===== src/sv/lrip_pkg.sv =====
// shared types, constants and the arctangent table of the lidar range image projection
package lrip_pkg;

  localparam int COORD_W = 18;
  localparam int SQ_W = 36;
  localparam int HROOT_W = 26;
  localparam int RROOT_W = 18;
  localparam int CV_W = 29;
  localparam int ANG_W = 20;
  localparam int CFG_IDX_W = 3;
  localparam int CFG_DATA_W = 18;
  localparam int QUEUE_DEPTH = 4;
  localparam int RANGE_W = 18;

  localparam int DEF_MAX_ROWS = 64;
  localparam int DEF_MAX_COLUMNS = 4096;
  localparam int DEF_CORDIC_STAGES = 16;

  localparam int ANG_PI = 205887;
  localparam int ANG_HALF_PI = 102944;

  localparam logic [6:0] RST_ROW_COUNT = 7'd16;
  localparam logic [12:0] RST_COLUMN_COUNT = 13'd1800;
  localparam logic [15:0] RST_ROWS_PER_RAD = 16'd1833;
  localparam logic [15:0] RST_COLS_PER_RAD = 16'd18335;
  localparam logic [15:0] RST_ELEV_OFFSET = 16'd17272;
  localparam logic [17:0] RST_MIN_RANGE = 18'd1024;
  localparam logic [17:0] RST_RANGE_CEIL = 18'd25600;

  typedef enum logic [CFG_IDX_W-1:0] {
    REG_ROW_COUNT = 3'd0,
    REG_COLUMN_COUNT = 3'd1,
    REG_ROWS_PER_RAD = 3'd2,
    REG_COLS_PER_RAD = 3'd3,
    REG_ELEV_OFFSET = 3'd4,
    REG_MIN_RANGE = 3'd5,
    REG_RANGE_CEIL = 3'd6
  } cfg_reg_t;

  typedef enum logic [1:0] {
    ST_OK = 2'd0,
    ST_ROW = 2'd1,
    ST_COL = 2'd2,
    ST_RANGE = 2'd3
  } status_t;

  typedef struct packed {
    logic [6:0] row_count;
    logic [12:0] column_count;
    logic [15:0] rows_per_radian;
    logic [15:0] columns_per_radian;
    logic [15:0] elevation_offset;
    logic [17:0] min_range;
    logic [17:0] range_ceil;
  } cfg_t;

  typedef struct packed {
    logic signed [COORD_W-1:0] x;
    logic signed [COORD_W-1:0] y;
    logic signed [COORD_W-1:0] z;
    logic [SQ_W-1:0] hsq;
    logic [SQ_W-1:0] rsq;
  } pt_t;

  function automatic logic signed [ANG_W-1:0] atan_entry(input int i);
    logic signed [ANG_W-1:0] v;
    case (i)
      0: v = 20'sd51472;
      1: v = 20'sd30386;
      2: v = 20'sd16055;
      3: v = 20'sd8150;
      4: v = 20'sd4091;
      5: v = 20'sd2047;
      6: v = 20'sd1024;
      7: v = 20'sd512;
      8: v = 20'sd256;
      9: v = 20'sd128;
      10: v = 20'sd64;
      11: v = 20'sd32;
      12: v = 20'sd16;
      13: v = 20'sd8;
      14: v = 20'sd4;
      15: v = 20'sd2;
      16: v = 20'sd1;
      default: v = 20'sd0;
    endcase
    return v;
  endfunction

endpackage


===== src/sv/lrip_queue.sv =====
// short request queue between front and back end
module lrip_queue import lrip_pkg::*; (
  input  logic clk,
  input  logic rst_n,
  input  logic push_valid,
  output logic push_ready,
  input  pt_t  push_data,
  output logic pop_valid,
  input  logic pop_ready,
  output pt_t  pop_data
);

  localparam int PTR_W = $clog2(QUEUE_DEPTH);
  localparam int CNT_W = $clog2(QUEUE_DEPTH + 1);

  pt_t mem_r [QUEUE_DEPTH];
  logic [PTR_W-1:0] wr_ptr_r, rd_ptr_r;
  logic [CNT_W-1:0] count_r;
  logic push, pop;

  assign push_ready = count_r != CNT_W'(QUEUE_DEPTH);
  assign pop_valid = count_r != '0;
  assign push = push_valid && push_ready;
  assign pop = pop_valid && pop_ready;
  assign pop_data = mem_r[rd_ptr_r];

  always_ff @(posedge clk) begin
    if (!rst_n) begin
      wr_ptr_r <= '0;
      rd_ptr_r <= '0;
      count_r <= '0;
    end else begin
      if (push) wr_ptr_r <= wr_ptr_r + PTR_W'(1);
      if (pop) rd_ptr_r <= rd_ptr_r + PTR_W'(1);
      if (push && !pop) count_r <= count_r + CNT_W'(1);
      else if (pop && !push) count_r <= count_r - CNT_W'(1);
    end
  end

  always_ff @(posedge clk) begin
    if (push) mem_r[wr_ptr_r] <= push_data;
  end

endmodule


===== config.mk =====
export PLATFORM = sky130hd
export DESIGN_NAME = lrip_queue
export DESIGN_NICKNAME = d
export VERILOG_FILES = /design/src/sv/lrip_pkg.sv /design/src/sv/lrip_queue.sv
export SDC_FILE = /design/constraint.sdc
export NUM_CORES = 1
export LEC_CHECK = 0
export ABC_AREA = 1
export BUFFER_PORTS_ARGS = -buffer_cell sky130_fd_sc_hd__buf_4
export CAP_MARGIN = 20
export CORE_MARGIN = 1
export CORE_UTILIZATION = 57
export DETAILED_ROUTE_END_ITERATION = 6
export GPL_TIMING_DRIVEN = 1
export PLACE_DENSITY = 0.88
export SETUP_SLACK_MARGIN = 0.5
export SLEW_MARGIN = 0
export SYNTH_ARGS = -nofsm -noshare
export SYNTH_HDL_FRONTEND = slang
export SYNTH_SLANG_ARGS = --single-unit
export TNS_END_PERCENT = 1

===== constraint.sdc =====
create_clock -name clk -period 10.1 [get_ports clk]
set_input_delay 2.525 -clock clk [delete_from_list [all_inputs] [get_ports clk]]
set_output_delay 2.525 -clock clk [all_outputs]
set_load 0.05 [all_outputs]

# After elaboration in Yosys (flattened, before gate mapping)
# Memory sizes are Yosys's and may differ from the RTL's. A register that Yosys moved wholly into a read port is not among the register bits.
# Cells that the tools add are included.
# classes
n_addsub	4
mul	0
div	0
n_lt_le_gt_ge	0
eq_ne	1
shifts	0
muxes	6
bitwise_logic	0
n_reduce_logical	8
# op_table
cell	n
$mux 3	2
$add 2x1->2 const B	2
$logic_and 1x1->1	4
$mux 2	2
$add 3x1->3 const B	1
$ne 3x3->1 const B	1
$reduce_bool 3->1	1
$sub 3x1->3 const B	1
$logic_not 1->1	2
$mux 1	2
$reduce_bool 2->1	1
# word_totals
reg_bits	7
latch_bits	0
mem_bits_rw	504
romBits	0
input_bits	130
out_inout_bits	128
wordCells	23
memories	1
# mem_list
memory	depth	width	read_ports	rd_clocked_by_memory_dff	wr	line	rtl
mem_r	4	126	1	1	1	lrip_queue.sv:16	pt_t mem_r [QUEUE_DEPTH];

# Depth between registers and ports, before layout
# Gate-level depths: netlist of the first run.
# depth
word_depth	6
ltp_mapped	13
ltp_nobuf	13

# Worst setup path before layout of the first run
# No wires, ideal clock.
# synth_path
path_kind	in2reg
startpoint	input port push_valid
endpoint	memory mem_r[0][0] (netlist bit) (enable)
setup_time_ps	613
t_arrival_ps	7907
required_ps	9487
setup_slack_ps	1580
path_stages	2
n_path_buf	0
path_cell_list	nand2_1 nor2_1
# synth_via
elab_chain_cells	3
# synth_rtl
item	line	rtl
start: declaration	lrip_queue.sv:5	input logic push_valid,
$logic_and 1x1->1	lrip_queue.sv:23	assign push = push_valid && push_ready;
$mux 1	lrip_queue.sv:41	if (push) mem_r[wr_ptr_r] <= push_data;
$mux 1 (not written as such)	lrip_queue.sv:41	
end: declaration	lrip_queue.sv:16	
# No other way between the ends.

==> flow_summary_export.csv, run 1 <==
group,metric,value,unit
synth,synth-seq-area-share,80.0,%
synth,synth_top_family_by_area,"compound AO/OA/AOI/OAI gates",
sta,period_share,58.4,%
placement,io_buffers,257,
synth,avgSynthCellArea,14.9,um^2
synth,yosysWarnings,0,
power,power_density,293,nW/um^2
die,rows,66,
route,num_vias,11600,
worst_setup_path,worstPathArrival,3380,ps
synth,synthArstFlopShare,0,%
die,core-area,32800,um^2
finish,multi_input_area,3270,um^2
power,p_leak,7.97,nW
clock_network,hold_buffers,0,
synth,synth_mux_area_share,0,%
synth,synth-seq-cells,513,
placement,finalWeightedCongestion,0.766,
sta,worst_slack,4200,ps
hold_path,min_path_type,"reg2reg",
finish,nets,1663,
clock_network,h-tree-depth,2,
clock_network,clkLatencyLatePin,540,ps
route,post_drt_wl_per_cell,20.7,um
global_routing,grtUsageMet1,29.8,%
worst_setup_path,crit_type,"reg2out",
finish,drive_gt1_share,22.0,%
die,die_w,185,um
synth,synthDistinctLibCells,21,
worst_setup_path,worstSetupStartpointType,"flop",
route,drc,0,
sta,rsz0062_at_grt,"no",
die,ioPinCount,258,
sta,finalSetupViolCount,0,
global_routing,grt_start_max_net_pins,146,
synth,synth_compound_area_share,10.8,%
synth,synth_top_area_share,79.1,%
sta,setup_tns,0,ps
die,initial_utilization,58.4,%
sta,report.final.hold_viol_count,0,
hold_path,worstHoldPathCells,2,
global_routing,busiest_layer,"met2",
die,die_h,185,um
sta,worstMarginPinSlew,1150,ps
finish,areaGrowthSynthToFinish,19.3,%
route,vias_per_cell,5.80,
sta,timing.fmax,169,MHz
clock_network,cts_root_buffer,"clkbuf_16",
sta,max-slew-margin-rel,23.2,%
synth,synth_ff_type,"edfxtp_1",
global_routing,grtUsageMet3,6.04,%
sta,drv_slew,0,
power,p_total,6.69,mW
worst_setup_path,reg2reg_depth,5,
clock_network,post-cts-setup-buffers,0,
power,ir_drop,230,uV
finish,fillers,2019,
synth,syn_area,19100,um^2
finish,final_cells,2006,
synth,synth_commonest_cells,"edfxtp_1, nor2_1, o21ai_0",
placement,placed_area,21300,um^2
synth,syn-num-nets,1422,
die,design.die.area,34300,um^2
global_routing,gr-total-overflow,0,
synth,synth_edf_count,504,
power,internal_power,4.21,mW
sta,finClkSkew,20.9,ps
power,switching_share,37.1,%
power,p_seq_share,39.8,%
placement,placed_cells,1917,
finish,num_antenna_cells,0,
clock_network,clockBufferDepth,3,
clock_network,cts_buffers,49,
hold_path,min-delay-start,"rd_ptr_r[1]$_SDFFE_PN0P_",
synth,syn_inst,1286,
route,routed_wl,41500,um
synth,synth.most_common_cell,"edfxtp_1",
synth,post-synth-top-area-cell,"edfxtp_1",
clock_network,cts_sinks,513,
synth,synth_fa_ha_area_share,0.431,%
run_status,status,"finished, final reports clean",
clock_network,cts_resized,0,
synth,synth_area_leaders,"edfxtp_1, o21ai_0, nor2_1, o22ai_1, buf_6",
worst_setup_path,r2r-start,"count_r[0]$_SDFFE_PN0P_",
worst_setup_path,path_max_fanout,145,
worst_setup_path,r2r-end,"mem_r[0][80]$_DFFE_PP_",
placement,hpwl,23000,um
worst_setup_path,worst-r2r-setup-slack,7140,ps
clock_network,clk_pin_slew,60,ps
global_routing,first_global_vias,11900,
worst_setup_path,crit_path_end_kind,"output pin",
finish,fin_area,22800,um^2
run,cap_violations,0,
synth,synth_xor_area_share,0.0458,%
route,ant_nets,0,
global_routing,antenna_found_initial,0,
worst_setup_path,crit_required,7580,ps
global_routing,grtUsageTotal,24.0,%
route,dr.first_iter.drc_count,1048,
finish,register_area,15300,um^2
global_routing,grt_pass1_wl,62400,um
power,p_comb_share,33.7,%
synth,synthSimpleGateAreaFrac,5.65,%
power,p_sw,2.49,mW
clock_network,cts_tree,"yes",
placement,preCtsSetupSlack,4870,ps
route,firstDrtPassIters,4,
power,clockPowerShare,26.5,%
global_routing,grt_util_met2,40.5,%
sta,period_minus_slack,5900,ps
==> worst max path at each step <==
stage / to / slack [ps] / cells after the start
CTS: pop_data[55] / 4210 / 5
global placement: pop_data[97] / 4970 / 5
global route: pop_data[70] / 4020 / 5
finish: pop_data[86] / 4200 / 5
detailed placement: pop_data[86] / 4870 / 5
floorplan: mem_r[0][0]$_DFFE_PP_ / 1580 / 2
==> worst max-delay path, cell delays in order, from the launching register on <==
cell,delay [ps]
dfxtp_4,450
inv_8,580
buf_4,900
nor2_1,150
o22ai_1,280
buf_4,240
==> metrics by stage <==
step                      hold WS (ps)  utilization (%)
after floorplan                    465                -
after global placement             480             64.8
after detailed placement           486             64.8
after CTS                          500             69.6
after global routing               526             69.7
final                              505             69.7
==> layer usage <==
layer | wire (um) | up-vias
li1 | - | 5321
met1 | 16200 | 5753
met2 | 20600 | 471
met3 | 3520 | 90
met4 | 1240 | 0
met5 | 0 | -
==> flip-flops by register name, indices dropped and copies added, names as in the netlist, named ones only <==
register / cells
count_r: 3
mem_r: 504
rd_ptr_r: 2
wr_ptr_r: 2
==> cell usage in the layout (no fill, tap or decap), types with 2 or more instances in the layout <==
cell type / count
nor2_1: 262
bufinv_16: 5
dfxtp_4: 2
edfxtp_1: 504
o21ai_1: 45
inv_6: 2
clkinv_1: 11
dfxtp_1: 7
buf_4: 271
clkbuf_16: 51
ha_1: 5
nand2_1: 15
inv_1: 14
clkinv_2: 6
o22ai_1: 126
clkbuf_1: 13
o21ai_0: 208
nor2_4: 4
nand3_1: 4
a21oi_1: 3
==> logic make-up (layout without fill, tap and decap cells) <==
family | after synthesis | in the layout
adders and majority gates | 6 | 6
AOI/OAI and AO/OA | 382 | 382
buffers and inverters | 98 | 376
DFF | 513 | 513
xor gates and xnor gates | 1 | 1
and+or+nand+nor | 286 | 286
==> layout make-up <==
cell class | count | share of cell area (%)
sequential | 513 | 67.1
multi-input combinational | 675 | 14.3
timing repair buffer | 272 | 9.03
clock buffer | 64 | 5.80
tap | 442 | 2.42
clock inverter | 24 | 1.06
inverter | 16 | 0.301
==> power groups by stage <==
stage | logic (mW) | clock network [mW] | registers, mW
2_1_floorplan | 1.61 | 0 | 2.71
3_3_place_gp | 2.19 | 0 | 2.69
3_5_place_dp | 2.23 | 0 | 2.70
4_1_cts | 2.25 | 1.80 | 2.66
5_1_grt | 2.38 | 1.88 | 2.68
6_report | 2.26 | 1.77 | 2.66
No activity file was read; power rests on OpenSTA's default activity.
==> run 2, diff against run 1 <==
- CORE_UTILIZATION: 57 -> 52
- PLACE_DENSITY: 0.88 -> 0.85
- clock period: 10.1 -> 4.9 ns (I/O delays scaled with it)
==> run 2 against run 1 <==
Against the previous run:
- combinational power grew 110%
- worst setup slack lost 3200 ps
- first-iteration DRC count fell by 23%
- critical path depth down 1
- worst hold slack better by 20 ps
- routed wire length grew 0.58%
- total power is 110% higher
- sequential share of layout area fell by 0.47 points
- die area rose by 9.5%
- utilization is 5.6 points lower
- non-clock buffer count rose by 11
- largest cell class unchanged
- largest power group unchanged
- highest routed layer is now met5
==> flow_summary_export.csv, run 2 (synthesis results as in run 1) <==
group,metric,value,unit
worst_setup_path,crit_type,"reg2out",
sta,worstMarginPinSlew,1180,ps
global_routing,antenna_found_initial,2,
global_routing,grt_start_max_net_pins,253,
clock_network,cts_sinks,513,
route,firstDrtPassIters,5,
hold_path,min_path_type,"reg2reg",
sta,max-slew-margin-rel,21.6,%
sta,period_minus_slack,3910,ps
finish,layout_commonest_cell,"edfxtp_1",
hold_path,worstHoldPathCells,2,
clock_network,cts_resized,0,
clock_network,clockBufferDepth,3,
finish,top_regs,"mem_r x504, count_r x3",
clock_network,cts_buffers,49,
worst_setup_path,r2r-end,"mem_r[3][76]$_DFFE_PP_",
worst_setup_path,crit_required,3670,ps
sta,period_share,79.9,%
die,initial_utilization,53.3,%
die,core-area,35900,um^2
finish,final_cell_mix,"edfxtp_1, buf_4, nor2_1",
worst_setup_path,crit_path_end_kind,"output pin",
worst_setup_path,worst-r2r-setup-slack,2460,ps
clock_network,hold_buffers,0,
clock_network,cts_tree,"yes",
worst_setup_path,cp-endpoint,"pop_data[112]",
worst_setup_path,worstPathArrival,2690,ps
global_routing,first_global_vias,11900,
clock_network,clk_pin_slew,60,ps
route,vias_per_cell,5.78,
clock_network,clkLatencyLatePin,580,ps
sta,report.final.hold_viol_count,0,
die,design.die.area,37600,um^2
finish,areaGrowthSynthToFinish,20.2,%
worst_setup_path,reg2reg_depth,5,
placement,placed_area,21500,um^2
global_routing,grt_pass1_wl,64000,um
global_routing,gr-total-overflow,0,
run_status,status,"finished, final reports clean",
worst_setup_path,worstSetupStartpointType,"flop",
finish,fin_area,23000,um^2
worst_setup_path,r2r-start,"count_r[0]$_SDFFE_PN0P_",
die,die_w,194,um
power,p_leak,8.02,nW
power,ir_drop,421,uV
placement,io_buffers,257,
finish,largest_register,"mem_r",
route,drc,0,
clock_network,cts_root_buffer,"clkbuf_16",
sta,rsz0062_at_grt,"no",
worst_setup_path,path_max_fanout,252,
die,rows,69,
sta,timing.fmax,255,MHz
route,post_drt_wl_per_cell,20.5,um
finish,largest_reg_flops,504,
placement,finalWeightedCongestion,0.772,
sta,finalSetupViolCount,0,
global_routing,grtUsageTotal,22.1,%
power,power_density,598,nW/um^2
clock_network,h-tree-depth,2,
route,num_vias,11800,
sta,finClkSkew,20.0,ps
die,die_h,194,um
sta,drv_slew,0,
route,dr.first_iter.drc_count,803,
placement,hpwl,24200,um
die,ioPinCount,258,
route,ant_nets,0,
run,cap_violations,0,
finish,drive_gt1_share,22.6,%
route,routed_wl,41800,um
clock_network,post-cts-setup-buffers,0,
finish,nets,1674,
sta,setup_tns,0,ps
==> run 2: changes by cell type in the layout (fill, tap and decap cells not counted), moves of 2 or more <==
cell	previous run	this run
buf_12	0	9
clkinvlp_4	1	5
buf_4	271	274
clkinv_1	11	8
bufinv_16	5	3
clkinv_2	6	4
==> run 2: critical path: stages (launching register included) <==
cell and delay, ps:
dfxtp_4 390, buf_12 640, o21ai_0 250, o22ai_1 300, buf_4 250
==> run 2: final cells by class <==
| cell class | count | area [um^2] |
|---|---|---|
| Timing Repair Buffer | 283 | 2240 |
| Tap cell | 461 | 577 |
| Antenna cell | 1 | 2.50 |
| Inverter | 16 | 70.1 |
| Fill cell | 2435 | 12900 |
| Sequential cell | 513 | 15300 |
| Clock inverter | 22 | 195 |
| Multi-Input combinational cell | 675 | 3270 |
| Clock buffer | 65 | 1330 |
==> run 2: per-stage QoR <==
step | power, mW | util, % | worst slack (ps) | instances | hold WS (ps)
after floorplan | 8.86 | - | -228 | 1286 | 465
after global placement | 10.1 | 59.8 | 1730 | 1948 | 474
after detailed placement | 10.3 | 59.8 | 1700 | 1948 | 499
after CTS | 13.8 | 64.1 | 1080 | 2035 | 527
after global routing | 14.2 | 64.1 | 951 | 2036 | 565
final | 13.7 | 64.1 | 985 | 2036 | 525
==> run 2: report_power, final <==
part           switching, mW  internal, mW
Combinational           3.51          1.21
Sequential             0.121          5.33
Clock                   1.51          2.06
Total                   5.14          8.60
==> run 2: routing by layer <==
layer / GRT usage, % / up-vias / share of wire [%]
met4: 8.99 / 2 / 2.5
met1: 27.7 / 5851 / 39
met3: 5.20 / 78 / 8.5
li1: - / 5360 / -
met5: 0 / - / 0.029
met2: 37.3 / 476 / 50
==> run 2: worst min-delay path by stage <==
| stage | from | endpoint | slack, ps |
|---|---|---|---|
| final | wr_ptr_r[1]$_SDFFE_PN0P_ | wr_ptr_r[1]$_SDFFE_PN0P_ | 530 |
| after global routing | rd_ptr_r[1]$_SDFFE_PN0P_ | flop | 570 |
| after CTS | rd_ptr_r[0]$_SDFFE_PN0P_ | rd_ptr_r[0]$_SDFFE_PN0P_ | 530 |
| after detailed placement | rd_ptr_r[0]$_SDFFE_PN0P_ | flop | 500 |
| after global placement | rd_ptr_r[1]$_SDFFE_PN0P_ | flop | 470 |
| after floorplan | rd_ptr_r[1]$_SDFFE_PN0P_ | flop | 460 |
